--- config.mk ---
export PLATFORM = sky130hd
export DESIGN_NAME = joystick_direction_repeat
export DESIGN_NICKNAME = d
export VERILOG_FILES = /design/src/sv/jdr_pkg.sv /design/src/sv/jdr_decide.sv /design/src/sv/joystick_direction_repeat.sv
export SDC_FILE = /design/constraint.sdc
export NUM_CORES = 1
export LEC_CHECK = 0
export ABC_CLOCK_PERIOD_IN_PS = 7100
export BUFFER_PORTS_ARGS = -buffer_cell sky130_fd_sc_hd__buf_2
export CAP_MARGIN = 10
export CELL_PAD_IN_SITES_DETAIL_PLACEMENT = 0
export CELL_PAD_IN_SITES_GLOBAL_PLACEMENT = 1
export CORE_ASPECT_RATIO = 1.2
export CORE_UTILIZATION = 45
export DETAILED_ROUTE_END_ITERATION = 8
export HOLD_SLACK_MARGIN = 0.12
export PLACE_DENSITY_LB_ADDON = 0.1
export SYNTH_ARGS = -nofsm -noshare
export SYNTH_HDL_FRONTEND = slang
export SYNTH_SLANG_ARGS = --single-unit
--- constraint.sdc ---
create_clock -name clock -period 7.1 [get_ports clock]
set_input_delay 0.71 -clock clock [delete_from_list [all_inputs] [get_ports clock]]
set_output_delay 0.71 -clock clock [all_outputs]
set_load 0.05 [all_outputs]
--- src/sv/jdr_pkg.sv ---
`timescale 1ns / 1ps
// types and constants shared by the joystick direction repeat block
// no dependencies

package jdr_pkg;

   // configuration register indexes
   localparam logic [1:0] CSR_DEAD_ZONE    = 2'd0;
   localparam logic [1:0] CSR_DOMINANCE    = 2'd1;
   localparam logic [1:0] CSR_INITIAL_DLY  = 2'd2;
   localparam logic [1:0] CSR_REPEAT_PER   = 2'd3;

   // configuration reset values
   localparam logic [15:0] DEAD_ZONE_RST   = 16'd16384;
   localparam logic [15:0] DOMINANCE_RST   = 16'd4096;
   localparam logic [15:0] INITIAL_DLY_RST = 16'd300;
   localparam logic [15:0] REPEAT_PER_RST  = 16'd150;

   // held axis encoding, two's complement sign
   localparam logic [1:0] AXIS_CENTER = 2'd0;
   localparam logic [1:0] AXIS_POS    = 2'd1;
   localparam logic [1:0] AXIS_NEG    = 2'd3;

   // reported direction codes
   localparam logic [1:0] DIR_LEFT  = 2'd0;
   localparam logic [1:0] DIR_RIGHT = 2'd1;
   localparam logic [1:0] DIR_UP    = 2'd2;
   localparam logic [1:0] DIR_DOWN  = 2'd3;

   typedef struct packed {
      logic signed [15:0] axis_x;
      logic signed [15:0] axis_y;
      logic [31:0]        now_ms;
      logic               input_allowed;
   } req_type;

   typedef struct packed {
      logic       fire;
      logic [1:0] direction;
   } rsp_type;

   typedef struct packed {
      logic [15:0] dead_zone_threshold;
      logic [15:0] lead_margin;
      logic [15:0] initial_delay_ms;
      logic [15:0] repeat_period_ms;
   } cfg_type;

   typedef struct packed {
      logic [1:0]  held_horizontal;
      logic [1:0]  held_vertical;
      logic [31:0] repeat_deadline;
   } hold_type;

endpackage

--- src/sv/jdr_decide.sv ---
`timescale 1ns / 1ps
// direction decision and repeat timing for one joystick sample
// depends on jdr_pkg

module jdr_decide
   import jdr_pkg::*;
(
   input  req_type  sample,
   input  cfg_type  cfg,
   input  hold_type hold,
   output hold_type hold_next,
   output rsp_type  result
);

   logic [16:0] raw_x, raw_y;
   logic [16:0] mag_x, mag_y;
   logic [16:0] thr;
   logic [17:0] x_plus_m, y_plus_m;
   logic        x_ok, y_ok, pref_x, pref_y;
   logic [1:0]  h, v, code;
   logic        changed, centered;
   logic [31:0] since_deadline;
   logic        due;

   assign raw_x = {1'b0, sample.axis_x};
   assign raw_y = {1'b0, sample.axis_y};
   // most negative value gives magnitude 32768
   assign mag_x = sample.axis_x[15] ? 17'(17'h10000 - raw_x) : raw_x;
   assign mag_y = sample.axis_y[15] ? 17'(17'h10000 - raw_y) : raw_y;
   assign thr   = {1'b0, cfg.dead_zone_threshold};

   assign x_plus_m = {1'b0, mag_x} + {2'b00, cfg.lead_margin};
   assign y_plus_m = {1'b0, mag_y} + {2'b00, cfg.lead_margin};

   assign x_ok = mag_x >= thr;
   assign y_ok = mag_y >= thr;

   // held axis keeps priority until the other one leads by the margin
   assign pref_x = x_ok && (({1'b0, mag_x} >= y_plus_m) ||
                  ((hold.held_horizontal != AXIS_CENTER) && ({1'b0, mag_y} < x_plus_m)));
   assign pref_y = y_ok && (({1'b0, mag_y} >= x_plus_m) ||
                  ((hold.held_vertical != AXIS_CENTER) && ({1'b0, mag_x} < y_plus_m)));

   always_comb begin
      h = AXIS_CENTER;
      v = AXIS_CENTER;
      if (pref_x || (!pref_y && x_ok && (mag_x >= mag_y))) begin
         h = sample.axis_x[15] ? AXIS_NEG : AXIS_POS;
      end else if (pref_y || y_ok) begin
         v = sample.axis_y[15] ? AXIS_NEG : AXIS_POS;
      end
   end

   always_comb begin
      if (h == AXIS_NEG) begin
         code = DIR_LEFT;
      end else if (h == AXIS_POS) begin
         code = DIR_RIGHT;
      end else if (v == AXIS_NEG) begin
         code = DIR_UP;
      end else begin
         code = DIR_DOWN;
      end
   end

   assign changed        = (h != hold.held_horizontal) || (v != hold.held_vertical);
   assign centered       = (h == AXIS_CENTER) && (v == AXIS_CENTER);
   assign since_deadline = sample.now_ms - hold.repeat_deadline;
   // wrapping compare: due once the difference is non-negative
   assign due            = !since_deadline[31];

   always_comb begin
      hold_next        = hold;
      hold_next.held_horizontal = h;
      hold_next.held_vertical   = v;
      result.fire      = 1'b0;
      result.direction = DIR_LEFT;
      if (changed) begin
         if (centered) begin
            hold_next.repeat_deadline = '0;
         end else begin
            hold_next.repeat_deadline = sample.now_ms + {16'd0, cfg.initial_delay_ms};
            if (sample.input_allowed) begin
               result.fire      = 1'b1;
               result.direction = code;
            end
         end
      end else if (!centered && sample.input_allowed && due) begin
         hold_next.repeat_deadline = sample.now_ms + {16'd0, cfg.repeat_period_ms};
         result.fire      = 1'b1;
         result.direction = code;
      end
   end

endmodule

--- src/sv/joystick_direction_repeat.sv ---
`timescale 1ns / 1ps
// joystick to four-way direction converter with auto-repeat, top level
// depends on jdr_pkg and jdr_decide
//
//   channel   ports                               beat
//   req       req_valid  req_stall  req_beat      one joystick sample (req_type)
//   rsp       rsp_valid  rsp_stall  rsp_beat      one result, fire + direction (rsp_type)
//   csr       csr_write_en csr_index csr_wdata    one register write, no read-back
//
// a sample sits in the input register while the decision logic works on it,
// and its result moves into the result register when the decision stage advances; one sample
// per cycle is sustained while rsp_stall is low, set by the held-state update
// in jdr_decide; reset is synchronous and active high: configuration registers
// go to their reset values, held direction centered, deadline zero, both stages empty
// rsp_stall holds the result register and, through it, the input register;
// req_stall rises only when the input register is full and cannot move on

module joystick_direction_repeat
   import jdr_pkg::*;
(
   input  logic        clock,
   input  logic        reset,

   input  logic        req_valid,
   output logic        req_stall,
   input  req_type     req_beat,

   output logic        rsp_valid,
   input  logic        rsp_stall,
   output rsp_type     rsp_beat,

   input  logic        csr_write_en,
   input  logic [1:0]  csr_index,
   input  logic [15:0] csr_wdata
);

   // configuration
   cfg_type  cfg_ff, cfg_in;

   // input register
   logic     in_valid_ff, in_valid_in;
   req_type  in_beat_ff, in_beat_in;

   // held direction and repeat deadline
   hold_type hold_ff, hold_in, hold_next;

   // result register
   logic     out_valid_ff, out_valid_in;
   rsp_type  out_beat_ff, out_beat_in;
   rsp_type  result;

   logic     advance;
   logic     req_take;

   // the decision stage moves when the result register is empty or being drained
   assign advance  = in_valid_ff && (!out_valid_ff || !rsp_stall);
   assign req_stall = in_valid_ff && !advance;
   assign req_take  = req_valid && !req_stall;

   jdr_decide u_decide (
      .sample    (in_beat_ff),
      .cfg       (cfg_ff),
      .hold      (hold_ff),
      .hold_next (hold_next),
      .result    (result)
   );

   // register writes, index decode
   always_comb begin
      cfg_in = cfg_ff;
      if (csr_write_en) begin
         unique case (csr_index)
            CSR_DEAD_ZONE:   cfg_in.dead_zone_threshold = csr_wdata;
            CSR_DOMINANCE:   cfg_in.lead_margin         = csr_wdata;
            CSR_INITIAL_DLY: cfg_in.initial_delay_ms    = csr_wdata;
            CSR_REPEAT_PER:  cfg_in.repeat_period_ms    = csr_wdata;
            default:         cfg_in = cfg_ff;
         endcase
      end
   end

   always_comb begin
      // input register can take a new sample whenever it is empty or moves on
      in_valid_in = req_take || (in_valid_ff && !advance);
      in_beat_in  = req_take ? req_beat : in_beat_ff;

      // held state only changes when a sample is consumed
      hold_in = advance ? hold_next : hold_ff;

      out_valid_in = advance || (out_valid_ff && rsp_stall);
      out_beat_in  = advance ? result : out_beat_ff;
   end

   always_ff @(posedge clock) begin
      if (reset) begin
         cfg_ff.dead_zone_threshold <= DEAD_ZONE_RST;
         cfg_ff.lead_margin         <= DOMINANCE_RST;
         cfg_ff.initial_delay_ms    <= INITIAL_DLY_RST;
         cfg_ff.repeat_period_ms    <= REPEAT_PER_RST;
         hold_ff.held_horizontal    <= AXIS_CENTER;
         hold_ff.held_vertical      <= AXIS_CENTER;
         hold_ff.repeat_deadline    <= '0;
         in_valid_ff                <= 1'b0;
         out_valid_ff               <= 1'b0;
      end else begin
         cfg_ff       <= cfg_in;
         hold_ff      <= hold_in;
         in_valid_ff  <= in_valid_in;
         out_valid_ff <= out_valid_in;
      end
   end

   // payload, no reset
   always_ff @(posedge clock) begin
      in_beat_ff  <= in_beat_in;
      out_beat_ff <= out_beat_in;
   end

   assign rsp_valid = out_valid_ff;
   assign rsp_beat  = out_beat_ff;

endmodule
==> summary.md, run 1 <==
| Metric | Value |
|---|---|
| Initial antenna violation count | 1 |
| Leak | between 6 and 7 nW |
| Row count | 66 |
| Final period util | approximately 94% |
| Share of cells above drive strength 1 | about an eighth |
| Non-Filler Instances | slightly below 2000 |
| Largest net degree at the start of global routing | 74 |
| Combinational power share | between 30% and 40% |
| TritonRoute pass-1 iters | 5 |
| Hpwl dp | approximately 26 mm |
| CTS clk-pin slew, worst paths | 0.07 ns |
| Remaining DRCs | 0 |
| CP Capture Type | flop |
| Slew Limit Fails | 0 |
| Final Hold Fails | 0 |
| CTS tree | built |
| Vias per cell | about 5.5 |
| R2R Setup Slk | between 0.4 and 0.5 ns |
| CP startpoint kind | flop |
| Most used DFF post-synth | dfxtp_1 |
| Layout Area Growth over Synthesis | 13.19% |
| Skew-Pair Late Insertion Delay | 0.44 ns |
| Post-route ant nets | 0 |
| Final worst setup slack | between 0.4 and 0.5 ns |
| Net Switching | approximately 0.0011 W |
| Die Width | around 150 µm |
| First-pass GRT wire length | 54.32 mm |
| Crit Path Category | reg2reg |
| GP Congestion | roughly 0.9 |
| Min Tclk post-route | approximately 6.7 ns |
| Max-cap violation count | 0 |
| Sequential Power Share | between 30% and 40% |
| Setup violators final | 0 |
| Cell-internal power | between 0.002 and 0.0025 W |
| Worst-path maximum fanout | 13 |
| Buf+Inv Stages, Crit Path | 3 |
| Clk network pwr share | between 30% and 40% |
| Routed wire length | between 30 and 40 mm |
| Post-Syn Instances | between 1000 and 1500 |
| Critical Path, Cell by Cell | or4_1 -> or4_1 -> or4_1 -> o21ai_0 -> xnor2_1 -> ha_1 -> inv_1 -> o31ai_1 -> a31oi_1 -> xor2_1 -> ha_1 -> a21oi_1 -> o21ai_0 -> a21oi_1 -> nand3_1 -> a22oi_2 -> mux2_4 -> or2_2 -> buf_4 -> o21ai_4 -> buf_4 -> a21oi_1 -> a221oi_2 |
| Number of synthesis warnings | 0 |
| Max Freq | around 0.15 GHz |
| Die Area | 28660 µm² |
| Root Buffer | clkbuf_16 |
| Run status | completed |
| PwrDens | 217.9 nW/µm² |
| Initial Util | between 40% and 50% |
| Reg2reg end | hold_ff[25]$_SDFFE_PP0P_ |
| Layout net count | roughly 1800 |
| Reg2reg start | in_beat_ff[37]$_DFFE_PP_ |
| Wire per inst | 17.45 µm |
| Final Skew | around 0.011 ns |
| 1st-iter DRT viols | roughly 600 |
| Port-buffer cells | 92 |
| Relative slew slack | between 20% and 30% |
| Core ar. | about 27000 µm² |
| # H-tree levels | 4 |
| Total GRT Usage | between 20% and 30% |
| Die height | between 150 and 200 µm |
| CP required | roughly 7.5 ns |
| Vias after detailed routing | 10550 |
| Top Family by Delay on Critical Path | simple AND/OR/NAND/NOR gates |
| Slowest-stage cell, CP | or4_1 |
| WHS Path Cells | 1 |
| Worst Hold Endpoint | in_beat_ff[12]$_DFFE_PP_ |
| Number of flops mapped to enable cells by yosys | 68 |
| HP Class | in2reg |
| Total CTS buffers | 17 |
| Vias in the first global route | between 10000 and 15000 |
| Dpl ws | roughly 0.14 ns |
| Total gr overflow | 0 |
| CP arrival | 7.04 ns |
| Avg Cell Area, Syn | 8.702 µm² |
| Maximum root-to-sink buffer count | 2 |
| Cell area after synthesis | around 13000 µm² |
| Ports | 93 |
| Net Sw Frac | 35.14% |
| Post-synthesis sequential area ratio | between 30 and 40% |
| Ys async rst share | 0% |
| Worst reg-to-reg path cell count | 23 |
| Yosys cell types | between 70 and 80 |
| CTS Sinks | 170 |
| #FFs+latches synth | between 150 and 200 |
| Max stage delay on crit path | roughly 0.62 ns |
| Hold-fix buffers, CTS | 0 |
| Inst Count DP | 1899 |
| Worst-Margin Slew | ~1.1 ns |
| Peak VDD IR | around 150 µV |
| Hold wc startpoint | req_beat[12] |
-- metrics by stage --
stage	power, W	utilization (%)	TNS, ns	area [µm²]	hold slack (ns)
global route	0.003290	52.14	-0.01520	14250	0.4234
detailed placement	0.002132	49.59	0	13560	0.4465
CTS	0.003121	51.82	0	14160	0.4214
finish	0.003106	52.14	0	14250	0.4409
global placement	0.002123	49.59	0	13560	0.4429
floorplan	0.001857	-	0	12600	0.4319
-- synth_stat cells (5+ instances only) --
library cell | instances | area (µm²)
a211oi_2 | 13 | 162.7
buf_6 | 8 | 90.09
dfxtp_1 | 102 | 2042
nor2b_1 | 10 | 62.56
xnor2_1 | 58 | 508.0
xor2_1 | 25 | 219.0
o21bai_1 | 6 | 45.04
a31oi_1 | 28 | 175.2
edfxtp_1 | 68 | 2042
a21o_1 | 48 | 360.4
o21a_1 | 7 | 52.55
clkbuf_1 | 32 | 120.1
nand2b_1 | 14 | 87.58
nor2_1 | 84 | 315.3
a211oi_1 | 5 | 37.54
inv_1 | 102 | 382.9
nor3_1 | 16 | 80.08
or4_1 | 7 | 52.55
o32ai_1 | 5 | 43.79
o31ai_1 | 14 | 105.1
a21boi_0 | 5 | 37.54
o211ai_1 | 10 | 75.07
a21oi_1 | 135 | 675.7
o21ai_0 | 57 | 285.3
and3_1 | 14 | 87.58
a211o_1 | 6 | 52.55
nand2_1 | 223 | 837.1
and2_1 | 9 | 56.30
nand3_1 | 34 | 170.2
or2_2 | 6 | 37.54
ha_1 | 186 | 2327
nand4_1 | 19 | 118.9
o22ai_1 | 5 | 31.28
-- sequential cells by signal (all words and copies together), names as in the netlist --
name and flops:
rsp_valid 1, cfg_ff 64, in_beat_ff 65, hold_ff 36, in_valid_ff 1, rsp_beat 3
-- final cells by class --
class / instances / area (µm²)
Fill cell: 2607 / 13080
Multi-Input combinational cell: 1131 / 7971
Sequential cell: 170 / 4084
Timing Repair Buffer: 125 / 735.7
Tap cell: 374 / 467.9
Clock buffer: 17 / 425.4
Inverter: 102 / 382.9
Clock inverter: 15 / 182.7
Antenna cell: 1 / 2.502
-- what timing repair did --
| action | 4_1_cts | 5_1_grt |
|---|---|---|
| gates resized for setup | 0 | 16 |
| endpoints found under the setup margin | 0 | 35 |
| setup buffers | 0 | 3 |
| endpoints found under the hold margin | 0 | 0 |
-- routing by layer --
layer  vias up  part of all wire (%)  GRT usage (%)
li1       5420                     -              -
met3        47                   2.8          2.667
met2       181                    49          43.42
met1      4900                    45          30.30
met5         -                     0              0
met4         0                   3.1          10.30
-- cell families after synthesis --
kind of cell    synth area share (%)
xor+xnor                       5.773
buf+inv                        4.929
flops                          32.43
other cells                  0.05964
mux                           0.3676
simple gates                   16.39
fa+ha+maj                      19.12
compound gates                 20.93
-- how the worst max path moves through the flow --
stage,start,to,depth (start not counted)
4_1_cts,in_beat_ff[49]$_DFFE_PP_,hold_ff[25]$_SDFFE_PP0P_,30
3_5_place_dp,in_beat_ff[49]$_DFFE_PP_,hold_ff[25]$_SDFFE_PP0P_,30
6_report,in_beat_ff[37]$_DFFE_PP_,hold_ff[25]$_SDFFE_PP0P_,23
3_3_place_gp,in_beat_ff[49]$_DFFE_PP_,hold_ff[25]$_SDFFE_PP0P_,30
2_1_floorplan,in_beat_ff[64]$_DFFE_PP_,rsp_beat[1]$_DFFE_PP_,27
5_1_grt,in_beat_ff[49]$_DFFE_PP_,hold_ff[12]$_SDFFE_PP0P_,30
-- power by group through the flow --
stage	sequential (W)	clock (W)	combinational [W]
4_1_cts	0.00113	0.00101	0.000982
6_report	0.00113	0.000985	0.000987
3_3_place_gp	0.00116	0	0.000967
2_1_floorplan	0.00114	0	0.000714
5_1_grt	0.00114	0.00104	0.00111
3_5_place_dp	0.00115	0	0.000977
-- cells in the final DEF, fill, tap and decap left out, types with 5 or more instances in the layout --
cell | synthesis | routed
nand2_1 | 223 | 223
ha_1 | 186 | 185
a21oi_1 | 135 | 135
dfxtp_1 | 102 | 102
inv_1 | 102 | 101
buf_2 | 4 | 91
nor2_1 | 84 | 84
edfxtp_1 | 68 | 68
xnor2_1 | 58 | 54
o21ai_0 | 57 | 52
a21o_1 | 48 | 48
nand3_1 | 34 | 34
buf_4 | 0 | 32
a31oi_1 | 28 | 27
xor2_1 | 25 | 25
nand4_1 | 19 | 19
clkbuf_16 | 0 | 17
nor3_1 | 16 | 16
o31ai_1 | 14 | 14
nand2b_1 | 14 | 14
and3_1 | 14 | 14
a211oi_2 | 13 | 13
o211ai_1 | 10 | 10
nor2b_1 | 10 | 9
and2_1 | 9 | 9
or4_1 | 7 | 7
o21a_1 | 7 | 7
or2_2 | 6 | 7
a211o_1 | 6 | 6
o21bai_1 | 6 | 6
o21ai_1 | 2 | 5
a21boi_0 | 5 | 5
a211oi_1 | 5 | 5
o22ai_1 | 5 | 5
o32ai_1 | 5 | 5
Note: power is estimated with default switching activity, not from simulation.
==> run 2, diff against run 1 <==
CELL_PAD_IN_SITES_DETAIL_PLACEMENT = not set   (was 0)
CELL_PAD_IN_SITES_GLOBAL_PLACEMENT = not set   (was 1)
PLACE_DENSITY_LB_ADDON = not set   (was 0.1)
==> summary.md, run 2 (synthesized netlist as in run 1, its figures left out) <==
| Metric | Value |
|---|---|
| Run status | completed |
| Total GRT Usage | 23.63% (-0.93 points) |
| Share of cells above drive strength 1 | 12.56% (-0.65 points) |
| Layout net count | 1818 (-0.38%) |
| Post-route ant nets | 0 (unchanged) |
| Routed wire length | 33.18 mm (-1.7%) |
| Non-Filler Instances | 1928 (-0.36%) |
| Hpwl dp | 25.94 mm (-1.8%) |
| Register area | 4084 µm² (unchanged) |
| Final Hold Fails | 0 (unchanged) |
| Vias in the first global route | 10180 (-2.9%) |
| Core ar. | 27330 µm² (unchanged) |
| Crit Path Category | reg2reg |
| Area of the multi-input gates | 7945 µm² (-0.33%) |
| Total gr overflow | 0 (unchanged) |
| Fillers | 2611 (+0.15%) |
| Final period util | 94.11% (about the same) |
| Setup TNS | 0 ns (unchanged) |
| Slew Limit Fails | 0 (unchanged) |
| Worst-Margin Slew | 1.186 ns (+0.05705 ns) |
| RSZ-0062 raised after global routing | false |
| Commonest non-fill, non-tap cells in the layout | nand2_1, ha_1, a21oi_1 |
| Die Area | 28660 µm² (unchanged) |
| Most common cell after layout, fill and taps aside | nand2_1 |
| TritonRoute pass-1 iters | 5 (unchanged) |
| Ports | 93 (unchanged) |
| Initial Util | 46.07% (unchanged) |
| Port-buffer cells | 92 (unchanged) |
| Inst Count DP | 1891 (-0.42%) |
| Layout Area Growth over Synthesis | 12.48% |
| CP arrival | 7.00 ns (-0.04 ns) |
| CTS clk-pin slew, worst paths | 0.07 ns (about the same) |
| CTS tree | built |
| Biggest regs | in_beat_ff x65, cfg_ff x64, hold_ff x36 |
| Max reg flops | 65 (unchanged) |
| Root Buffer | clkbuf_16 |
| Die Width | 154.7 µm (unchanged) |
| HP Class | in2reg |
| Maximum root-to-sink buffer count | 2 (unchanged) |
| Total CTS buffers | 17 (unchanged) |
| Relative slew slack | 20.61% (-3.8 points) |
| Worst-path maximum fanout | 13 (unchanged) |
| PwrDens | 215.5 nW/µm² (-1.1%) |
| Max Freq | 0.1497 GHz (about the same) |
| Layout Utilization | 51.82% (-0.32 points) |
| Wire per inst | 17.21 µm (-1.4%) |
| Skew-Pair Late Insertion Delay | 0.44 ns (about the same) |
| Vias after detailed routing | 10660 (+1.1%) |
| CTS Sinks | 170 (unchanged) |
| Setup violators final | 0 (unchanged) |
| CP required | 7.42 ns (-0.04 ns) |
| Final worst setup slack | 0.4183 ns (+0.002962 ns) |
| CP startpoint kind | flop |
| Row count | 66 (unchanged) |
| Initial antenna violation count | 2 (+1) |
| First-pass GRT wire length | 52.50 mm (-3.4%) |
| Dpl ws | 0.1804 ns (+0.04518 ns) |
| Max-cap violation count | 0 (unchanged) |
| Remaining DRCs | 0 (unchanged) |
| Vias per cell | 5.531 (+1.5%) |
| Die height | 185.2 µm (unchanged) |
| CP Capture Type | flop |
| Leak | 6.051 nW (-0.87%) |
| # H-tree levels | 4 (unchanged) |
| Largest net degree at the start of global routing | 79 (+6.8%) |
| GP Congestion | 0.9256 (+0.87%) |
| 1st-iter DRT viols | 589 (-1.0%) |
| Min Tclk post-route | 6.682 ns (-0.002962 ns) |
| Final Skew | 0.01058 ns (-0.0003282 ns) |
| Peak VDD IR | 116.4 µV (-23%) |
| Register name with the most flops | in_beat_ff |
## run 2: through the flow
step,power [W],instance area [µm²],hold slack [ns]
2_1_floorplan,0.001857,12600,0.4319
3_3_place_gp,0.002098,13500,0.4441
3_5_place_dp,0.002117,13500,0.4498
4_1_cts,0.003050,14080,0.4239
5_1_grt,0.003229,14160,0.4256
6_report,0.003052,14160,0.4373
## run 2: path summary, 6_finish.rpt
path         depth (start not counted)                  endpoint                     start  slack [ns]
max                                 27  hold_ff[27]$_SDFFE_PP0P_  in_beat_ff[48]$_DFFE_PP_        0.42
min                                  1  in_beat_ff[41]$_DFFE_PP_              req_beat[41]        0.44
max reg2reg                         27  hold_ff[27]$_SDFFE_PP0P_  in_beat_ff[48]$_DFFE_PP_        0.42
min reg2reg                          2   cfg_ff[51]$_SDFFE_PP0P_   cfg_ff[51]$_SDFFE_PP0P_        0.46
## run 2: repair_timing
item | CTS | global route
endpoints found under the setup margin | 0 | 35
setup buffers | 0 | 3
hold buffers | 0 | 0
gates resized for setup | 0 | 11
## run 2: per-layer routing
layer / vias to the layer above / routed length, µm / track usage, %
met5: - / 0 / 0
met3: 65 / 958 / 2.644
met1: 4960 / 14530 / 28.07
li1: 5407 / - / -
met4: 0 / 1395 / 10.89
met2: 232 / 16300 / 42.61
## run 2: final cells by class
cell class | count | area share, %
Antenna cell | 1 | 0.01767
Clock buffer | 18 | 3.180
Clock inverter | 14 | 0.9187
Inverter | 102 | 2.703
Multi-Input combinational cell | 1131 | 56.10
Sequential cell | 170 | 28.83
Tap cell | 374 | 3.304
Timing Repair Buffer | 118 | 4.947
## run 2: report_power, final
part           internal (W)  total, W  switching [W]
sequential          0.00108   0.00113      0.0000527
clock              0.000484  0.000928       0.000444
combinational      0.000402  0.000990       0.000588
## run 2: critical path, stage by stage, from the launching register on
cell and delay (ns):
edfxtp_1 0.59, o21ai_0 0.57, inv_1 0.17, fa_1 0.46, nor2b_1 0.12, o21ai_0 0.10
a21boi_0 0.21, o21ai_0 0.15, a21boi_0 0.18, o21ai_0 0.12, a21boi_0 0.23, o21ai_1 0.12
a21oi_1 0.25, a31o_2 0.22, xnor2_1 0.13, ha_1 0.27, a21o_1 0.18, a21oi_1 0.12
o21ai_0 0.10, a21oi_1 0.27, nand3_1 0.21, a22oi_2 0.31, mux2_4 0.36, nor2_1 0.09
buf_4 0.24, mux2_2 0.37, o221ai_1 0.29, o22ai_1 0.12
==> run 3, diff against run 2 <==
MAX_ROUTING_LAYER = met4   (was not set)
==> summary.md, run 3 (synthesized netlist as in run 1, its figures left out) <==
| Metric | Value |
|---|---|
| Worst-path maximum fanout | 10 (-3) |
| Port-buffer cells | 92 (unchanged) |
| CP required | 7.45 ns (+0.03 ns) |
| Layout Area Growth over Synthesis | 12.95% |
| Design Area, Final | 14220 µm² (+0.42%) |
| CP startpoint kind | flop |
| Slew Limit Fails | 0 (unchanged) |
| Min Tclk post-route | 6.631 ns (-0.05104 ns) |
| Remaining DRCs | 0 (unchanged) |
| Layout net count | 1826 (+0.44%) |
| Hpwl dp | 26.09 mm (+0.57%) |
| Setup violators final | 0 (unchanged) |
| PwrDens | 216.4 nW/µm² (+0.44%) |
| Vias in the first global route | 10290 (+1.1%) |
| Row count | 66 (unchanged) |
| Final Hold Fails | 0 (unchanged) |
| Routed wire length | 33.24 mm (+0.17%) |
| Crit Path Category | reg2reg |
| Final Skew | 0.01134 ns (+0.0007685 ns) |
| CP arrival | 6.98 ns (-0.02 ns) |
| Skew-Pair Late Insertion Delay | 0.44 ns (about the same) |
| Total Power | 0.003078 W (+0.86%) |
| Run status | completed |
| Initial antenna violation count | 2 (unchanged) |
| Most common cell after layout, fill and taps aside | nand2_1 |
| Post-route ant nets | 0 (unchanged) |
| Die height | 185.2 µm (unchanged) |
| First-pass GRT wire length | 53.34 mm (+1.6%) |
| CTS clk-pin slew, worst paths | 0.07 ns (about the same) |
| RSZ-0062 raised after global routing | false |
| Register name with the most flops | in_beat_ff |
| Leak | 6.092 nW (+0.68%) |
| Share of cells above drive strength 1 | 13.07% (+0.51 points) |
| CTS Sinks | 170 (unchanged) |
| Worst-Margin Slew | 1.183 ns (-0.002949 ns) |
| Hold-fix buffers, CTS | 0 (unchanged) |
| Hold_ws | 0.4380 ns (+0.0006780 ns) |
| Peak VDD IR | 155.9 µV (+34%) |
| Max reg flops | 65 (unchanged) |
| Total CTS buffers | 17 (unchanged) |
| Setup TNS | 0 ns (unchanged) |
| Ports | 93 (unchanged) |
| Final period util | 93.39% (-0.72 points) |
| Max-cap violation count | 0 (unchanged) |
| Core ar. | 27330 µm² (unchanged) |
| 1st-iter DRT viols | 529 (-10%) |
| Wire per inst | 17.16 µm (-0.30%) |
| GP Congestion | 0.9523 (+2.9%) |
| HP Class | in2reg |
| Max Freq | 0.1508 GHz (+0.77%) |
| DP Area | 13530 µm² (+0.28%) |
| CTS tree | built |
| TritonRoute pass-1 iters | 5 (unchanged) |
| Total GRT Usage | 24.68% (+1.1 points) |
| CP Capture Type | flop |
| Max stage delay on crit path | 0.58 ns (about the same) |
| Vias per cell | 5.502 (-0.53%) |
| Slowest-stage cell, CP | or4_1 |
| Largest net degree at the start of global routing | 80 (+1.3%) |
| Initial Util | 46.07% (unchanged) |
| Die Width | 154.7 µm (unchanged) |
| Total gr overflow | 0 (unchanged) |
| Vias after detailed routing | 10660 (-0.066%) |
| Root Buffer | clkbuf_16 |
| Relative slew slack | 20.81% (+0.20 points) |
| Die Area | 28660 µm² (unchanged) |
| # H-tree levels | 4 (unchanged) |
| Maximum root-to-sink buffer count | 2 (unchanged) |
| Commonest non-fill, non-tap cells in the layout | nand2_1, ha_1, a21oi_1 |
| Biggest regs | in_beat_ff x65, cfg_ff x64, hold_ff x36 |
==> run 3: changes by cell type in the layout (fill, tap and decap cells not counted), sizes merged <==
cell	delta
inv	-1
buf	+9
diode	+1
clkbuf	+1
clkinvlp	-1
==> run 3: path summary, 6_finish.rpt <==
check	end	from	slack [ns]	depth (start not counted)
max	hold_ff[25]$_SDFFE_PP0P_	in_beat_ff[49]$_DFFE_PP_	0.47	30
min reg2reg	cfg_ff[51]$_SDFFE_PP0P_	cfg_ff[51]$_SDFFE_PP0P_	0.45	2
min	in_beat_ff[24]$_DFFE_PP_	req_beat[24]	0.44	1
max reg2reg	hold_ff[25]$_SDFFE_PP0P_	in_beat_ff[49]$_DFFE_PP_	0.47	30
==> run 3: layer usage <==
layer	vias to the layer above	wire, µm	global-route usage (%)
met5	-	0	-
met2	209	16530	42.68
met4	0	1171	11.49
met1	4987	14630	28.79
li1	5410	-	-
met3	51	902	2.620
==> run 3: worst max-delay path: cells and delay by family, from the launching register on <==
kind	cells	cell delay, ns
muxes	1	0.36
xor gates and xnor gates	2	0.27
and+or+nand+nor	8	1.73
AOI/OAI and AO/OA	13	2.42
adders and majority gates	3	0.84
buffers and inverters	3	0.47
DFF	1	0.43
==> run 3: layout make-up <==
class | count | area [µm²]
fillers | 2585 | 13110
multi-input cells | 1131 | 7944
flip-flops and latches | 170 | 4084
repair buffers | 126 | 743.2
clock buffers | 20 | 500.5
well taps | 374 | 467.9
inverters | 102 | 382.9
clock inverters | 12 | 95.09
diodes | 2 | 5.005
==> run 3: per-stage QoR <==
stage               worst slack (ns)  utilization [%]  std cells
floorplan                      1.029                -       1449
global placement              0.3663            49.51       1896
detailed placement           0.08974            49.51       1896
CTS                          0.04336            51.69       1928
global route                 0.01342            52.03       1937
finish                        0.4694            52.03       1937
==> run 3: what timing repair did <==
item / CTS / global route
endpoints found under the hold margin: 0 / 0
buffers inserted: 0 / 7
endpoints found under the setup margin: 0 / 35
gates resized for setup: 0 / 12
==> run 3: report_power, final <==
group	internal, W	switching [W]	total (W)
registers	0.00108	0.0000525	0.00113
clock network	0.000519	0.000426	0.000945
logic	0.000411	0.000588	0.000999
